File: config.mk
export PLATFORM = sky130hd
export DESIGN_NAME = csv_record_tokenizer_top
export DESIGN_NICKNAME = d
export VERILOG_FILES = /design/src/rtl/csvtok_pkg.sv /design/src/rtl/csvtok_in_stage.sv /design/src/rtl/csvtok_parse.sv /design/src/rtl/csvtok_out_stage.sv /design/src/rtl/csv_record_tokenizer_top.sv
export SDC_FILE = /design/constraint.sdc
export NUM_CORES = 1
export LEC_CHECK = 0
export ABC_AREA = 1
export BUFFER_PORTS_ARGS = -buffer_cell sky130_fd_sc_hd__buf_2
export CORE_MARGIN = 10
export CORE_UTILIZATION = 25
export CTS_BUF_LIST = sky130_fd_sc_hd__clkbuf_8
export CTS_CLUSTER_SIZE = 28
export DETAILED_ROUTE_END_ITERATION = 16
export PLACE_DENSITY = 0.38
export REMOVE_ABC_BUFFERS = 1
export SYNTH_ARGS = -nofsm -noshare
export SYNTH_HDL_FRONTEND = slang
export SYNTH_SLANG_ARGS = --single-unit
File: constraint.sdc
create_clock -name clk_i -period 3.7 [get_ports clk_i]
set_input_delay 0.37 -clock clk_i [delete_from_list [all_inputs] [get_ports clk_i]]
set_output_delay 0.37 -clock clk_i [all_outputs]
set_load 0.03 [all_outputs]
File: src/rtl/csvtok_pkg.sv
// ----------------------------------------------------------------------------
// csvtok_pkg
// Types and constants shared by the CSV record tokenizer modules.
// ----------------------------------------------------------------------------
package csvtok_pkg;

  localparam int CHAR_W    = 16;
  localparam int FIELD_W   = 9;
  localparam int LINE_W    = 24;
  localparam int COL_W     = 16;
  localparam int CFG_IDX_W = 2;

  localparam logic [CHAR_W-1:0] CH_QUOTE    = 16'h0022;
  localparam logic [CHAR_W-1:0] CH_CR       = 16'h000D;
  localparam logic [CHAR_W-1:0] CH_LF       = 16'h000A;
  localparam logic [CHAR_W-1:0] DEFAULT_SEP = 16'h002C;

  localparam logic [LINE_W-1:0]  LINE_RESET      = 24'd2;
  localparam logic [FIELD_W-1:0] EXPECTED_RESET  = 9'd0;

  // configuration register indexes
  localparam logic [CFG_IDX_W-1:0] REG_SEPARATOR = 2'd0;
  localparam logic [CFG_IDX_W-1:0] REG_EXPECTED  = 2'd1;

  typedef enum logic [2:0] {
    PH_BETWEEN,
    PH_QUOTED,
    PH_AFTER_QUOTE,
    PH_UNQUOTED,
    PH_AFTER_CR,
    PH_FAILED
  } phase_e;

  typedef enum logic [2:0] {
    KIND_CHAR   = 3'd0,
    KIND_FIELD  = 3'd1,
    KIND_RECORD = 3'd2,
    KIND_ERROR  = 3'd3,
    KIND_END    = 3'd4
  } kind_e;

  typedef enum logic [1:0] {
    ERR_QUOTE_UNQUOTED = 2'd0,
    ERR_AFTER_QUOTE    = 2'd1,
    ERR_CR_NO_LF       = 2'd2,
    ERR_EARLY_END      = 2'd3
  } err_e;

  typedef enum logic [2:0] {
    ACT_NONE,
    ACT_CHAR,
    ACT_FIELD,
    ACT_RECORD,
    ACT_FAIL,
    ACT_END
  } act_e;

  typedef struct packed {
    logic [CHAR_W-1:0] ch;
    logic              at_end;
  } in_t;

  typedef struct packed {
    kind_e              kind;
    logic [CHAR_W-1:0]  out_char;
    logic [FIELD_W-1:0] field_index;
    logic               count_ok;
    logic               blank_line;
    err_e               error_code;
    logic [LINE_W-1:0]  line_no;
    logic [COL_W-1:0]   column_no;
  } out_t;

  typedef struct packed {
    logic [CHAR_W-1:0]  separator;
    logic [FIELD_W-1:0] expected_fields;
  } cfg_t;

  // beat held in the input register
  typedef struct packed {
    logic valid;
    in_t  data;
  } in_beat_t;

  // result of one parse step
  typedef struct packed {
    logic valid;
    out_t data;
  } res_beat_t;

endpackage

File: src/rtl/csvtok_in_stage.sv
// ----------------------------------------------------------------------------
// csvtok_in_stage
// Input register: holds one beat until the parse step consumes it.
// ----------------------------------------------------------------------------
module csvtok_in_stage (
  input  logic                clk_i,
  input  logic                rst_ni,
  input  logic                in_valid_i,
  output logic                in_ready_o,
  input  csvtok_pkg::in_t     in_data_i,
  input  logic                adv_i,
  output csvtok_pkg::in_beat_t beat_o
);

  logic            valid_q, valid_d;
  csvtok_pkg::in_t data_q;
  logic            load;

  assign in_ready_o = !valid_q || adv_i;
  assign load       = in_valid_i && in_ready_o;

  always_comb begin
    valid_d = valid_q;
    if (load) begin
      valid_d = 1'b1;
    end else if (adv_i) begin
      valid_d = 1'b0;
    end
  end

  always_ff @(posedge clk_i or negedge rst_ni) begin
    if (!rst_ni) begin
      valid_q <= 1'b0;
    end else begin
      valid_q <= valid_d;
    end
  end

  always_ff @(posedge clk_i) begin
    if (load) begin
      data_q <= in_data_i;
    end
  end

  assign beat_o.valid = valid_q;
  assign beat_o.data  = data_q;

endmodule

File: src/rtl/csvtok_parse.sv
// ----------------------------------------------------------------------------
// csvtok_parse
// Parse state and the combinational step that turns one beat into at most
// one result.
// ----------------------------------------------------------------------------
module csvtok_parse #(
  parameter int MAX_FIELDS = 256
) (
  input  logic                  clk_i,
  input  logic                  rst_ni,
  input  csvtok_pkg::cfg_t      cfg_i,
  input  csvtok_pkg::in_t       item_i,
  input  logic                  adv_i,
  output csvtok_pkg::res_beat_t res_o
);

  localparam logic [csvtok_pkg::FIELD_W-1:0] FIELD_CAP =
    csvtok_pkg::FIELD_W'((MAX_FIELDS < 511) ? MAX_FIELDS : 511);

  csvtok_pkg::phase_e                phase_q, phase_d, phase_nx;
  logic [csvtok_pkg::FIELD_W-1:0]    fc_q, fc_d, fc_inc;
  logic                              ne_q, ne_d;
  logic [csvtok_pkg::LINE_W-1:0]     line_q, line_d, line_inc;
  logic [csvtok_pkg::COL_W-1:0]      col_q, col_d, col_inc;

  csvtok_pkg::act_e act;
  csvtok_pkg::err_e err;
  logic             is_sep, is_quote, is_cr, is_lf;
  logic             rec_ok, rec_blank;

  assign is_sep   = item_i.ch == cfg_i.separator;
  assign is_quote = item_i.ch == csvtok_pkg::CH_QUOTE;
  assign is_cr    = item_i.ch == csvtok_pkg::CH_CR;
  assign is_lf    = item_i.ch == csvtok_pkg::CH_LF;

  assign col_inc  = (col_q != '1) ? col_q + 1'b1 : col_q;
  assign line_inc = (line_q != '1) ? line_q + 1'b1 : line_q;
  assign fc_inc   = (fc_q < FIELD_CAP) ? fc_q + 1'b1 : fc_q;

  assign rec_blank = (fc_q == '0) && !ne_q;

  always_comb begin
    if (cfg_i.expected_fields == '0) begin
      rec_ok = 1'b1;
    end else if (fc_q >= FIELD_CAP) begin
      rec_ok = 1'b0;
    end else begin
      rec_ok = ({1'b0, fc_q} + 1'b1) == {1'b0, cfg_i.expected_fields};
    end
  end

  // pick the action for this beat, order of tests follows the phase
  always_comb begin
    act      = csvtok_pkg::ACT_NONE;
    err      = csvtok_pkg::ERR_QUOTE_UNQUOTED;
    phase_nx = phase_q;
    if (item_i.at_end) begin
      priority if (phase_q == csvtok_pkg::PH_QUOTED ||
                   phase_q == csvtok_pkg::PH_AFTER_CR) begin
        act = csvtok_pkg::ACT_FAIL;
        err = csvtok_pkg::ERR_EARLY_END;
      end else if (phase_q == csvtok_pkg::PH_UNQUOTED ||
                   phase_q == csvtok_pkg::PH_AFTER_QUOTE ||
                   (phase_q == csvtok_pkg::PH_BETWEEN && fc_q != '0)) begin
        act = csvtok_pkg::ACT_RECORD;
      end else begin
        act = csvtok_pkg::ACT_END;
      end
    end else begin
      unique case (phase_q)
        csvtok_pkg::PH_BETWEEN: begin
          priority if (is_cr) begin
            phase_nx = csvtok_pkg::PH_AFTER_CR;
          end else if (is_lf) begin
            act = csvtok_pkg::ACT_RECORD;
          end else if (is_sep) begin
            act = csvtok_pkg::ACT_FIELD;
          end else if (is_quote) begin
            phase_nx = csvtok_pkg::PH_QUOTED;
          end else begin
            phase_nx = csvtok_pkg::PH_UNQUOTED;
            act      = csvtok_pkg::ACT_CHAR;
          end
        end
        csvtok_pkg::PH_QUOTED: begin
          if (is_quote) begin
            phase_nx = csvtok_pkg::PH_AFTER_QUOTE;
          end else begin
            act = csvtok_pkg::ACT_CHAR;
          end
        end
        csvtok_pkg::PH_AFTER_QUOTE: begin
          priority if (is_sep) begin
            act = csvtok_pkg::ACT_FIELD;
          end else if (is_quote) begin
            // doubled quote inside a quoted field
            phase_nx = csvtok_pkg::PH_QUOTED;
            act      = csvtok_pkg::ACT_CHAR;
          end else if (is_cr) begin
            phase_nx = csvtok_pkg::PH_AFTER_CR;
          end else if (is_lf) begin
            act = csvtok_pkg::ACT_RECORD;
          end else begin
            act = csvtok_pkg::ACT_FAIL;
            err = csvtok_pkg::ERR_AFTER_QUOTE;
          end
        end
        csvtok_pkg::PH_UNQUOTED: begin
          priority if (is_quote) begin
            act = csvtok_pkg::ACT_FAIL;
            err = csvtok_pkg::ERR_QUOTE_UNQUOTED;
          end else if (is_cr) begin
            phase_nx = csvtok_pkg::PH_AFTER_CR;
          end else if (is_lf) begin
            act = csvtok_pkg::ACT_RECORD;
          end else if (is_sep) begin
            act = csvtok_pkg::ACT_FIELD;
          end else begin
            act = csvtok_pkg::ACT_CHAR;
          end
        end
        csvtok_pkg::PH_AFTER_CR: begin
          if (is_lf) begin
            act = csvtok_pkg::ACT_RECORD;
          end else begin
            act = csvtok_pkg::ACT_FAIL;
            err = csvtok_pkg::ERR_CR_NO_LF;
          end
        end
        default: begin
          act = csvtok_pkg::ACT_NONE;
        end
      endcase
    end
  end

  // next state
  always_comb begin
    phase_d = phase_nx;
    fc_d    = fc_q;
    ne_d    = ne_q;
    line_d  = line_q;
    col_d   = col_q;
    unique case (act)
      csvtok_pkg::ACT_CHAR: begin
        ne_d = 1'b1;
      end
      csvtok_pkg::ACT_FIELD: begin
        fc_d    = fc_inc;
        ne_d    = 1'b0;
        phase_d = csvtok_pkg::PH_BETWEEN;
      end
      csvtok_pkg::ACT_RECORD: begin
        fc_d    = '0;
        ne_d    = 1'b0;
        phase_d = csvtok_pkg::PH_BETWEEN;
      end
      csvtok_pkg::ACT_FAIL: begin
        phase_d = csvtok_pkg::PH_FAILED;
      end
      default: begin
        phase_d = phase_nx;
      end
    endcase
    if (item_i.at_end) begin
      // end marker restarts the parse
      phase_d = csvtok_pkg::PH_BETWEEN;
      fc_d    = '0;
      ne_d    = 1'b0;
      line_d  = csvtok_pkg::LINE_RESET;
      col_d   = '0;
    end else if (is_lf) begin
      line_d = line_inc;
      col_d  = '0;
    end else begin
      col_d = col_inc;
    end
  end

  // result fields
  always_comb begin
    res_o.valid                 = act != csvtok_pkg::ACT_NONE;
    res_o.data.kind             = csvtok_pkg::KIND_END;
    res_o.data.out_char         = '0;
    res_o.data.field_index      = fc_q;
    res_o.data.count_ok         = 1'b0;
    res_o.data.blank_line       = 1'b0;
    res_o.data.error_code       = csvtok_pkg::ERR_QUOTE_UNQUOTED;
    res_o.data.line_no          = line_q;
    res_o.data.column_no        = item_i.at_end ? col_q : col_inc;
    unique case (act)
      csvtok_pkg::ACT_CHAR: begin
        res_o.data.kind     = csvtok_pkg::KIND_CHAR;
        res_o.data.out_char = item_i.ch;
      end
      csvtok_pkg::ACT_FIELD: begin
        res_o.data.kind = csvtok_pkg::KIND_FIELD;
      end
      csvtok_pkg::ACT_RECORD: begin
        res_o.data.kind       = csvtok_pkg::KIND_RECORD;
        res_o.data.count_ok   = rec_ok;
        res_o.data.blank_line = rec_blank;
      end
      csvtok_pkg::ACT_FAIL: begin
        res_o.data.kind       = csvtok_pkg::KIND_ERROR;
        res_o.data.error_code = err;
      end
      default: begin
        res_o.data.kind = csvtok_pkg::KIND_END;
      end
    endcase
  end

  always_ff @(posedge clk_i or negedge rst_ni) begin
    if (!rst_ni) begin
      phase_q <= csvtok_pkg::PH_BETWEEN;
      fc_q    <= '0;
      ne_q    <= 1'b0;
      line_q  <= csvtok_pkg::LINE_RESET;
      col_q   <= '0;
    end else if (adv_i) begin
      phase_q <= phase_d;
      fc_q    <= fc_d;
      ne_q    <= ne_d;
      line_q  <= line_d;
      col_q   <= col_d;
    end
  end

endmodule

File: src/rtl/csvtok_out_stage.sv
// ----------------------------------------------------------------------------
// csvtok_out_stage
// Result register: holds one result beat until the sink takes it.
// ----------------------------------------------------------------------------
module csvtok_out_stage (
  input  logic                  clk_i,
  input  logic                  rst_ni,
  input  csvtok_pkg::res_beat_t res_i,
  input  logic                  adv_i,
  output logic                  free_o,
  output logic                  out_valid_o,
  input  logic                  out_ready_i,
  output csvtok_pkg::out_t      out_data_o
);

  logic             valid_q, valid_d;
  csvtok_pkg::out_t data_q;
  logic             load;

  assign free_o = !valid_q || out_ready_i;
  assign load   = adv_i && res_i.valid;

  always_comb begin
    valid_d = valid_q;
    if (load) begin
      valid_d = 1'b1;
    end else if (out_ready_i) begin
      valid_d = 1'b0;
    end
  end

  always_ff @(posedge clk_i or negedge rst_ni) begin
    if (!rst_ni) begin
      valid_q <= 1'b0;
    end else begin
      valid_q <= valid_d;
    end
  end

  always_ff @(posedge clk_i) begin
    if (load) begin
      data_q <= res_i.data;
    end
  end

  assign out_valid_o = valid_q;
  assign out_data_o  = data_q;

endmodule

File: src/rtl/csv_record_tokenizer_top.sv
// ----------------------------------------------------------------------------
// csv_record_tokenizer_top
// CSV tokenizer: one UTF-16 character or end marker in, at most one token out.
// ----------------------------------------------------------------------------
// One input beat is taken per cycle unless the result register stalls. A beat
// sits in the input register, the parse step runs on it and its result (if any)
// lands in the result register, from which the sink can take it. The result
// register is the only thing that throttles the rate: the block keeps taking
// one beat per cycle as long as the result register is empty or the sink takes
// its result. Configuration writes are taken at any time with no wait state,
// and should only be issued while the block is idle.
module csv_record_tokenizer_top #(
  parameter int MAX_FIELDS = 256
) (
  input  logic                                clk_i,
  input  logic                                rst_ni,
  input  logic                                in_valid_i,
  output logic                                in_ready_o,
  input  csvtok_pkg::in_t                     in_data_i,
  output logic                                out_valid_o,
  input  logic                                out_ready_i,
  output csvtok_pkg::out_t                    out_data_o,
  input  logic                                cfg_valid_i,
  output logic                                cfg_ready_o,
  input  logic [csvtok_pkg::CFG_IDX_W-1:0]    cfg_index_i,
  input  logic [csvtok_pkg::CHAR_W-1:0]       cfg_data_i
);

  csvtok_pkg::in_beat_t  in_beat;
  csvtok_pkg::res_beat_t res;
  csvtok_pkg::cfg_t      cfg;
  logic                  out_free;
  logic                  adv;

  logic [csvtok_pkg::CHAR_W-1:0]  sep_q;
  logic [csvtok_pkg::FIELD_W-1:0] exp_q;

  assign cfg_ready_o = 1'b1;

  always_ff @(posedge clk_i or negedge rst_ni) begin
    if (!rst_ni) begin
      sep_q <= csvtok_pkg::DEFAULT_SEP;
      exp_q <= csvtok_pkg::EXPECTED_RESET;
    end else if (cfg_valid_i && cfg_ready_o) begin
      if (cfg_index_i == csvtok_pkg::REG_SEPARATOR) begin
        sep_q <= cfg_data_i;
      end else if (cfg_index_i == csvtok_pkg::REG_EXPECTED) begin
        exp_q <= cfg_data_i[csvtok_pkg::FIELD_W-1:0];
      end
    end
  end

  assign cfg.separator       = sep_q;
  assign cfg.expected_fields = exp_q;

  // a held beat moves on once the result register can take its result
  assign adv = in_beat.valid && out_free;

  csvtok_in_stage u_in_stage (
    .clk_i      (clk_i),
    .rst_ni     (rst_ni),
    .in_valid_i (in_valid_i),
    .in_ready_o (in_ready_o),
    .in_data_i  (in_data_i),
    .adv_i      (adv),
    .beat_o     (in_beat)
  );

  csvtok_parse #(
    .MAX_FIELDS (MAX_FIELDS)
  ) u_parse (
    .clk_i  (clk_i),
    .rst_ni (rst_ni),
    .cfg_i  (cfg),
    .item_i (in_beat.data),
    .adv_i  (adv),
    .res_o  (res)
  );

  csvtok_out_stage u_out_stage (
    .clk_i       (clk_i),
    .rst_ni      (rst_ni),
    .res_i       (res),
    .adv_i       (adv),
    .free_o      (out_free),
    .out_valid_o (out_valid_o),
    .out_ready_i (out_ready_i),
    .out_data_o  (out_data_o)
  );

  // input side stalls only behind a full, stalled result register
  a_stall_cause: assert property (@(posedge clk_i) disable iff (!rst_ni)
    !in_ready_o |-> (in_beat.valid && out_valid_o && !out_ready_i))
    else $error("input stalled without a blocked result");

  // blank record means no field was closed before it
  a_blank_index: assert property (@(posedge clk_i) disable iff (!rst_ni)
    (out_valid_o && out_data_o.blank_line) |->
      (out_data_o.kind == csvtok_pkg::KIND_RECORD && out_data_o.field_index == '0))
    else $error("blank record with nonzero field index");

  // record flags and error code stay clear outside their own kinds
  a_flags_clear: assert property (@(posedge clk_i) disable iff (!rst_ni)
    (out_valid_o && out_data_o.kind != csvtok_pkg::KIND_RECORD &&
     out_data_o.kind != csvtok_pkg::KIND_ERROR) |->
      (!out_data_o.count_ok && !out_data_o.blank_line &&
       out_data_o.error_code == csvtok_pkg::ERR_QUOTE_UNQUOTED))
    else $error("stray flags on a token");

  // a result never appears without a parsed beat the cycle before
  a_result_source: assert property (@(posedge clk_i) disable iff (!rst_ni)
    $rose(out_valid_o) |-> $past(adv && res.valid))
    else $error("result without a source beat");

endmodule
==> results of run 1 <==
worst max-delay path, cell delays in order (launching register included):
cell and delay [ns]:
sky130_fd_sc_hd__edfxtp_1 0.42, sky130_fd_sc_hd__nor2_1 0.13, sky130_fd_sc_hd__nand2_1 0.10, sky130_fd_sc_hd__nor2_4 0.17
sky130_fd_sc_hd__nand2_1 0.25, sky130_fd_sc_hd__a21oi_1 0.19, sky130_fd_sc_hd__nand2_1 0.07, sky130_fd_sc_hd__nand2_1 0.07
sky130_fd_sc_hd__nor2_2 0.04, sky130_fd_sc_hd__nand3_2 0.09, sky130_fd_sc_hd__nand2_4 0.09, sky130_fd_sc_hd__nand4_1 0.08
sky130_fd_sc_hd__nand2_1 0.08, sky130_fd_sc_hd__clkinv_2 0.06, sky130_fd_sc_hd__buf_4 0.51
through the flow:
stage / setup slack (ns) / hold WS [ns] / total power [mW]
floorplan: 0.04601 / 0.07441 / 3.975
global placement: 0.8842 / 0.4783 / 4.667
detailed placement: 0.8859 / 0.4800 / 4.658
CTS: 0.8479 / 0.03022 / 6.143
global route: 0.6521 / 0.02219 / 6.414
finish: 0.9537 / 0.06795 / 5.997
timing repair:
item	4_1_cts	5_1_grt
buffers inserted	0	0
hold endpoints to repair	46	0
hold buffers	1	0
cell type report:
type / count / share of cell area
multi-input combinational: 580 / 0.3023
clock buffer: 19 / 0.02733
sequential: 169 / 0.4890
tap: 402 / 0.05256
clock inverter: 12 / 0.01661
inverter: 113 / 0.04472
timing repair buffer: 123 / 0.06747
registers in the layout, indices dropped and copies added (netlist names), 3 cells and up:
| signal | cells |
|---|---|
| sep_q | 16 |
| u_in_stage.beat_o | 17 |
| u_parse.phase_q | 3 |
| u_out_stage.out_data_o | 72 |
| u_parse.line_q | 24 |
| exp_q | 9 |
| u_parse.col_q | 16 |
| u_parse.fc_q | 9 |
power by group through the flow:
stage | registers, mW | clock network [mW] | logic, mW
6_report | 2.68 | 1.44 | 1.89
5_1_grt | 2.73 | 1.58 | 2.10
4_1_cts | 2.69 | 1.51 | 1.95
3_5_place_dp | 2.72 | 0 | 1.94
3_3_place_gp | 2.73 | 0 | 1.94
2_1_floorplan | 3.19 | 0 | 0.785
kinds of logic (layout without fill, tap and decap cells):
logic type | Yosys count | count (layout) | share of synthesized area
AO/OA/AOI/OAI | 110 | 110 | 0.07500
XOR/XNOR | 32 | 32 | 0.03464
adder cells (fa/ha/maj) | 4 | 4 | 0.006185
buffers and inverters | 131 | 267 | 0.06417
flip-flops | 169 | 169 | 0.5783
other | 1 | 1 | 0.0004634
AND/OR/NAND/NOR | 433 | 433 | 0.2412
path summary, 6_finish.rpt:
check	startpoint	end	slack [ns]	depth (start not counted)
max	u_in_stage.beat_o[13]$_DFFE_PP_	u_out_stage.out_data_o[55]$_SDFFCE_PN0P_	0.95	14
max in group asynchronous	rst_ni	sep_q[5]$_DFFE_PN1P_	2.36	3
min reg2reg	exp_q[8]$_DFFE_PN0P_	exp_q[8]$_DFFE_PN0P_	0.50	2
min in group asynchronous	rst_ni	u_parse.col_q[12]$_DFFE_PN0P_	0.53	2
min	in_data_i[14]	u_in_stage.beat_o[14]$_DFFE_PP_	0.07	1
max reg2reg	u_in_stage.beat_o[13]$_DFFE_PP_	u_out_stage.out_data_o[55]$_SDFFCE_PN0P_	0.95	14
layout by cell type (no fill, tap or decap), types with 5 or more instances in the layout:
master                     count
sky130_fd_sc_hd__nand2_1     221
sky130_fd_sc_hd__buf_2       112
sky130_fd_sc_hd__inv_1       108
sky130_fd_sc_hd__edfxtp_1     89
sky130_fd_sc_hd__nor2_1       86
sky130_fd_sc_hd__dfrtp_1      76
sky130_fd_sc_hd__o21ai_0      61
sky130_fd_sc_hd__nand3_1      36
sky130_fd_sc_hd__xor2_1       27
sky130_fd_sc_hd__nand4_1      20
sky130_fd_sc_hd__clkbuf_8     19
sky130_fd_sc_hd__a21oi_1      18
sky130_fd_sc_hd__nor2_2       15
sky130_fd_sc_hd__nor3_1       15
sky130_fd_sc_hd__nor4_1       12
sky130_fd_sc_hd__o31ai_1      12
sky130_fd_sc_hd__o22ai_1      10
sky130_fd_sc_hd__buf_4        10
sky130_fd_sc_hd__inv_2         7
sky130_fd_sc_hd__xnor2_1       5
metal layers:
layer  track usage  up-vias  part of all wire
met5             0        -                 0
met4       0.03589        0             0.012
met3       0.03098       17             0.048
met2        0.1800      114              0.46
met1        0.1441     2803              0.48
li1              -     3146                 -
==> results, run 1 <==
- The flow ran to the end, and the final reports show no timing, DRC or antenna violations.
- The root buffer cell chosen for the clock tree is sky130_fd_sc_hd__clkbuf_8.
- Summing over every cut layer, the via total after detailed routing is 6080.
- The TritonCTS clock tree is built.
- Setup repair after global routing left no endpoint under its margin.
- The area taken by flip-flops and latches is 0.004679 mm².
- The signal arrival time at the worst endpoint is 2.85 ns.
- The cell area after technology mapping is 0.008092 mm².
- In this run the power spent charging and discharging nets is 2.291 mW.
- The number of design-rule violations left by the first detailed-router iteration is 326.
- The path class of the tightest hold or removal check is input pin to flip-flop.
- The first TritonRoute pass finished after 4 iterations.
- At the pin with the least slew margin, the transition time is 1.043 ns.
- The clock net sink count is 169.
- Along the worst path, the maximum fanout reaches 41.
- The number of standard cells in the layout, taps in and fillers out is 1418.
- In this run the standard cell core region covers 0.03172 mm².
- For this run, design rule violations remaining after detail routing come to 0.
- The dominant synthesized flop cell is sky130_fd_sc_hd__edfxtp_1.
- Entering global routing, the biggest net connects 51 pins.
- The count of H-tree levels built during CTS is 4.
- Setup violations remaining at the end of the flow were counted as 0.
- For this run, the number of Yosys warnings is 0.
- The count of filler cells inserted in the layout is 3375.
- The switching share of power is 0.3820.
- Of the total power, registers draw 0.446.
- The longest clock path from root to sink contains 2 buffers.
- The congestion estimate from routability-driven global placement came to 0.7972.
- The critical path start-end classification is flip-flop to flip-flop.
- The share of the clock period used by the worst path is 0.7422.
- Of the synthesized area, sequential elements account for 0.5783.
- The largest total area in the synthesized netlist belongs to sky130_fd_sc_hd__edfxtp_1.
- The worst setup path is launched from a flip-flop.
- The kind of capture point of the worst setup path is a flip-flop.
- The die covers 0.03996 mm².
- Clock latency on the worst-skew pair, taken at its later pin, is 0.48 ns.
- The total clock buffers created by CTS is 17.
- The leakage component of the power is 4.210 nW.
- Max-cap violations in this run came to 0.
- The number of synthesized register bits is 169.
- Detailed placement ended at an HPWL of 16060 µm.
- The largest vdd supply drop is 0.0002628 V.
- Of the total power, the clock network draws 0.239.
- The total of buffers placed on input and output ports is 113.
- The y dimension of the die is 199.9 µm.
- The via count of the first global-routing pass is 6226.
- Global routing finished with a remaining overflow of 0.
- In the global route stage, overall resource usage came out at 0.1124.
- The multi-input gate area in the final layout is 0.002893 mm².
- Yosys mapped the design onto 44 distinct sky130hd cell types.
- The most common cell in the synthesized netlist is sky130_fd_sc_hd__nand2_1.
- The total negative slack for setup checks is 0 ns.
- Using the TritonRoute via totals, the vias-per-cell ratio works out to 4.288.
- The power share of the combinational group is 0.314.
- For this design the ratio of total power to cell area is 626.7 mW/mm².
- The number of standard-cell rows in the floorplan is 65.
- The total placed instance area is 0.009139 mm².
- The placed cell count is 1386.
- The clock-pin slew of the registers on the worst-case setup and hold paths is 0.09 ns.
- The number of nets with antenna violations after routing is 0.
- The tightest slew margin relative to the limit is 0.3030.
- The time the final worst path needs with I/O delays and setup is 2.746 ns.
- The layout cell share with drive strength beyond 1 is 0.1939.
- The final-stage net count is 1048.
- The share of synthesized area in the top cell type comes to 0.3303.
- Once the clock tree was built, the resizer swapped 0 gates to a different size.
- Summing all non-filler instances in the final layout gives an area of 0.009569 mm².
- The number of synthesized flops with an enable pin is 89.
- The final max-slew violation count was 0.
- The final clock skew is 0.01916 ns.
- By count the netlist is led by sky130_fd_sc_hd__nand2_1, sky130_fd_sc_hd__inv_1, sky130_fd_sc_hd__edfxtp_1.
- Relative to the synthesized area, the layout overhead comes to 18.26%.
- After detailed routing, the total wire length is 21990 µm.
- The internal power of the cells is 3.706 mW.
- The floorplan step set the die width to 199.9 µm.
- The number of diodes is 0.
- Dividing the detail-routed wire length by the instance count gives 15.51 µm.
- By area the synthesized netlist is led by sky130_fd_sc_hd__edfxtp_1, sky130_fd_sc_hd__dfrtp_1, sky130_fd_sc_hd__nand2_1.
- The required time reported for the critical path endpoint is 3.80 ns.
- The gate count of the mapped netlist is 880.
- The utilization after layout is 0.3017.
- The post-synthesis area per instance is 9.195 µm².
- The initial utilization of the core area, before any placement, comes to 0.2551.
- For this run, asynchronously set or reset flops after synthesis account for 0.4734.
- The number of antenna violations at the first check in global routing was 0.
- For this design the top-level I/O count stands at 115.
- The global-route wire length before repair is 34570 µm.
- The count of final hold-check violations is 0.
- Timing would allow up to 364.1 MHz.
(Power assumes the default switching activity.)
==> inputs of run 2 (changes only) <==
clock period = 2.6 ns   (was 3.7 ns; I/O delays follow)
==> results, run 2 (synthesized netlist as in run 1, its figures left out) <==
- The TritonCTS clock tree is built.
- Clock tree synthesis found a total of 169 sinks.
- In this run the remaining antenna-violating nets after routing total 0.
- The worst hold path was traced through 3 stages.
- After global routing the overflow that remains totals 0.
- The peak fanout along the critical path is 10.
- The slowest stage of the critical path is the sky130_fd_sc_hd__edfxtp_1 cell.
- Clock skew on the completed layout was measured at 0.01822 ns.
- The count of H-tree levels built during CTS is 4.
- The count of max-cap constraint violations is 0.
- The initial utilization of the core area, before any placement, comes to 0.2551.
- In the final layout, the share of cells above drive strength 1 is 0.2084.
- The power density over the cells is 862.9 mW/mm².
- In the global route stage, overall resource usage came out at 0.1150.
- The first global-routing pass estimated 35720 µm of wire.
- The critical path start-end classification is flip-flop to flip-flop.
- The flow ran to the end, and the final reports show no timing, DRC or antenna violations.
- The placeable core area is 0.03172 mm².
- The share of the clock period used by the worst path is 0.8916.
- The required time reported for the critical path endpoint is 2.82 ns.
- The kind of cell adding the most delay to the critical path is simple AND/OR/NAND/NOR gates.
- The worst reg2reg path endpoint is u_out_stage.out_data_o[66]$_SDFFCE_PN0P_.
- The total DRC errors in the routed layout is 0.
- The library cells used most frequently in the layout, excluding fill and tap cells, are sky130_fd_sc_hd__nand2_1, sky130_fd_sc_hd__buf_2, sky130_fd_sc_hd__inv_1.
- Walking the worst path, the cells encountered are nand2_1 -> nand2_1 -> nor2_1 -> nand2_1 -> nor2_2 -> nand2_1 -> nand2_1 -> nand2_1 -> nor2_2 -> nand3_2 -> nand2_4 -> buf_4 -> inv_2 -> nand2_8 -> buf_12 -> nor2_2.
- For the pin with the worst max-slew slack, the measured transition is 0.7959 ns.
- The critical register-to-register path startpoint is u_in_stage.beat_o[1]$_DFFE_PP_.
- After detailed routing, the average wire length per cell comes to 15.15 µm.
- The count of buffers added on input and output ports is 113.
- The worst hold path terminates at sep_q[11]$_DFFE_PN0P_.
- The path class of the tightest hold or removal check is input pin to flip-flop.
- The length in cells of the worst reg-to-reg path is 16.
- The library cell used most frequently in the layout, excluding fill and tap cells, is sky130_fd_sc_hd__nand2_1.
- The y dimension of the die is 199.9 µm.
- The via count of the first global-routing pass came to 6449.
- The critical path launch point type is a flip-flop.
- Overall power consumption after layout is estimated at 8.566 mW.
- The routed layout has 6232 vias.
- After clock tree synthesis, the clock-pin slew on the worst setup and hold paths is 0.10 ns.
- Buffers inserted during clock tree synthesis total 17.
- The minimum setup slack among reg-to-reg paths is 0.28 ns.
- The repair_antennas step left the layout with diodes totalling 0.
- For this run, the slowest stage of the critical path takes 0.46 ns.
- The startpoint identified for the worst hold timing path is cfg_data_i[11].
- Dividing the detail-routed via count by the number of cells gives 4.289.
- The count of endpoints failing setup in the final report is 0.
- The clock passes through at most 2 buffers.
- The die is 199.9 µm wide.
- The clock insertion delay at the later pin of the skew report is 0.47 ns.
- The floorplan has 65 rows.
- The count of final hold-check violations is 0.
- The routability-driven placement congestion ratio is 0.8644.
- For this run, the share of the core covered by cells in the final layout is 0.3130.
- Setup repair after global routing left no endpoint under its margin.
- The kind of capture point of the worst setup path is a flip-flop.
- For this run, the post-layout net count is 1082.
- In this run, the number of DRC markers left after iteration 0 of detailed routing was 237.
- Subtracting the final worst setup slack from the clock period gives 2.318 ns.
- The detailed-router iteration count before antenna repair is 5.
- In this run the count of I/O pins placed on the die edge is 115.
- The final max-slew violation count came to 0.
- Measured against its own limit, the worst slew margin works out to 0.4688.
- Across the VDD grid, the largest voltage drop is 0.0003267 V.
- The post-DP HPWL is 16460 µm.
- At the worst endpoint, the arrival time is 2.54 ns.
- The die covers 0.03996 mm².
- The area added between synthesis and finish is 22.68%.
- Among the stages of the critical path, the cell type that occurs most often is sky130_fd_sc_hd__nand2_1.
- After detailed routing, the total wire length is 22010 µm.
- The analysis attributes to cell leakage a power of 4.359 nW.
- Entering global routing, the biggest net connects 38 pins.
- CTS placed an instance of sky130_fd_sc_hd__clkbuf_8 at the clock tree root.
- The fmax is 431.4 MHz.
- The register with the most flip-flops in the layout has 72 of them.
- The number of buffers and inverters on the critical path is 3.
- The number of antenna violations at the first check in global routing is 0.
run 2: changes by cell type in the layout (fill, tap and decap cells not counted), moves of 2 or more:
cell / previous run / this run
sky130_fd_sc_hd__bufinv_16: 4 / 1
sky130_fd_sc_hd__clkinvlp_4: 2 / 5
sky130_fd_sc_hd__clkbuf_8: 19 / 21
sky130_fd_sc_hd__buf_12: 0 / 6
sky130_fd_sc_hd__inv_4: 1 / 3
sky130_fd_sc_hd__buf_4: 10 / 19
sky130_fd_sc_hd__dlygate4sd3_1: 1 / 20
sky130_fd_sc_hd__inv_1: 108 / 105
run 2: how the worst max path moves through the flow:
stage	start	endpoint	slack, ns	cells after the start
6_report	u_in_stage.beat_o[1]$_DFFE_PP_	u_out_stage.out_data_o[66]$_SDFFCE_PN0P_	0.28	16
5_1_grt	u_parse.phase_q[2]$_DFFE_PN0P_	u_out_stage.out_data_o[27]$_DFFE_PP_	0.005	14
4_1_cts	u_in_stage.beat_o[13]$_DFFE_PP_	u_out_stage.out_data_o[27]$_DFFE_PP_	0.13	15
3_5_place_dp	u_in_stage.beat_o[13]$_DFFE_PP_	u_out_stage.out_data_o[12]$_DFFE_PP_	0.15	15
3_3_place_gp	u_in_stage.beat_o[13]$_DFFE_PP_	u_out_stage.out_data_o[30]$_DFFE_PP_	0.14	15
2_1_floorplan	u_in_stage.beat_o[0]$_DFFE_PP_	u_out_stage.out_data_o[0]$_DFFE_PP_	-1.05	6
run 2: worst reg2reg max path, cell delays in order (launching register included):
cell and delay [ns]:
sky130_fd_sc_hd__edfxtp_1 0.46, sky130_fd_sc_hd__nand2_1 0.10, sky130_fd_sc_hd__nand2_1 0.05, sky130_fd_sc_hd__nor2_1 0.18
sky130_fd_sc_hd__nand2_1 0.10, sky130_fd_sc_hd__nor2_2 0.14, sky130_fd_sc_hd__nand2_1 0.11, sky130_fd_sc_hd__nand2_1 0.08
sky130_fd_sc_hd__nand2_1 0.06, sky130_fd_sc_hd__nor2_2 0.11, sky130_fd_sc_hd__nand3_2 0.10, sky130_fd_sc_hd__nand2_4 0.10
sky130_fd_sc_hd__buf_4 0.13, sky130_fd_sc_hd__inv_2 0.06, sky130_fd_sc_hd__nand2_8 0.11, sky130_fd_sc_hd__buf_12 0.16
sky130_fd_sc_hd__nor2_2 0.04
run 2: final cells by class:
class | count | area, µm²
well taps | 402 | 503.0
multi-input cells | 580 | 2907
fillers | 3385 | 21790
flip-flops and latches | 169 | 4679
repair buffers | 157 | 1023
clock buffers | 21 | 289.0
clock inverters | 11 | 96.34
inverters | 113 | 429.2
run 2: stage by stage:
| step | instances | setup slack [ns] | hold slack [ns] | cell area [µm²] | TNS [ns] |
|---|---|---|---|---|---|
| 2_1_floorplan | 862 | -1.054 | -0.03559 | 7999 | -75.89 |
| 3_3_place_gp | 1399 | 0.1395 | 0.2829 | 9311 | 0 |
| 3_5_place_dp | 1399 | 0.1540 | 0.2797 | 9311 | 0 |
| 4_1_cts | 1451 | 0.1324 | 0.005336 | 9897 | 0 |
| 5_1_grt | 1453 | 0.005323 | 0.02113 | 9927 | 0 |
| 6_report | 1453 | 0.2818 | 0.04786 | 9927 | 0 |
run 2: metal layers:
metal / wire (µm) / track usage
met5: 0 / 0
met1: 10570 / 0.1513
met4: 189 / 0.03001
met3: 928 / 0.02713
met2: 10310 / 0.1858
run 2: power breakdown:
part	switching (mW)	total, mW	internal, mW
Combinational	2.02	2.87	0.843
Clock	1.02	1.87	0.856
Sequential	0.309	3.82	3.52
Total	3.35	8.57	5.22
run 2: repair_timing:
action,4_1_cts,5_1_grt
endpoints found under the hold margin,54,0
buffers inserted,0,2
setup endpoints to repair,0,72
hold buffers,20,0
gates resized for setup,0,4
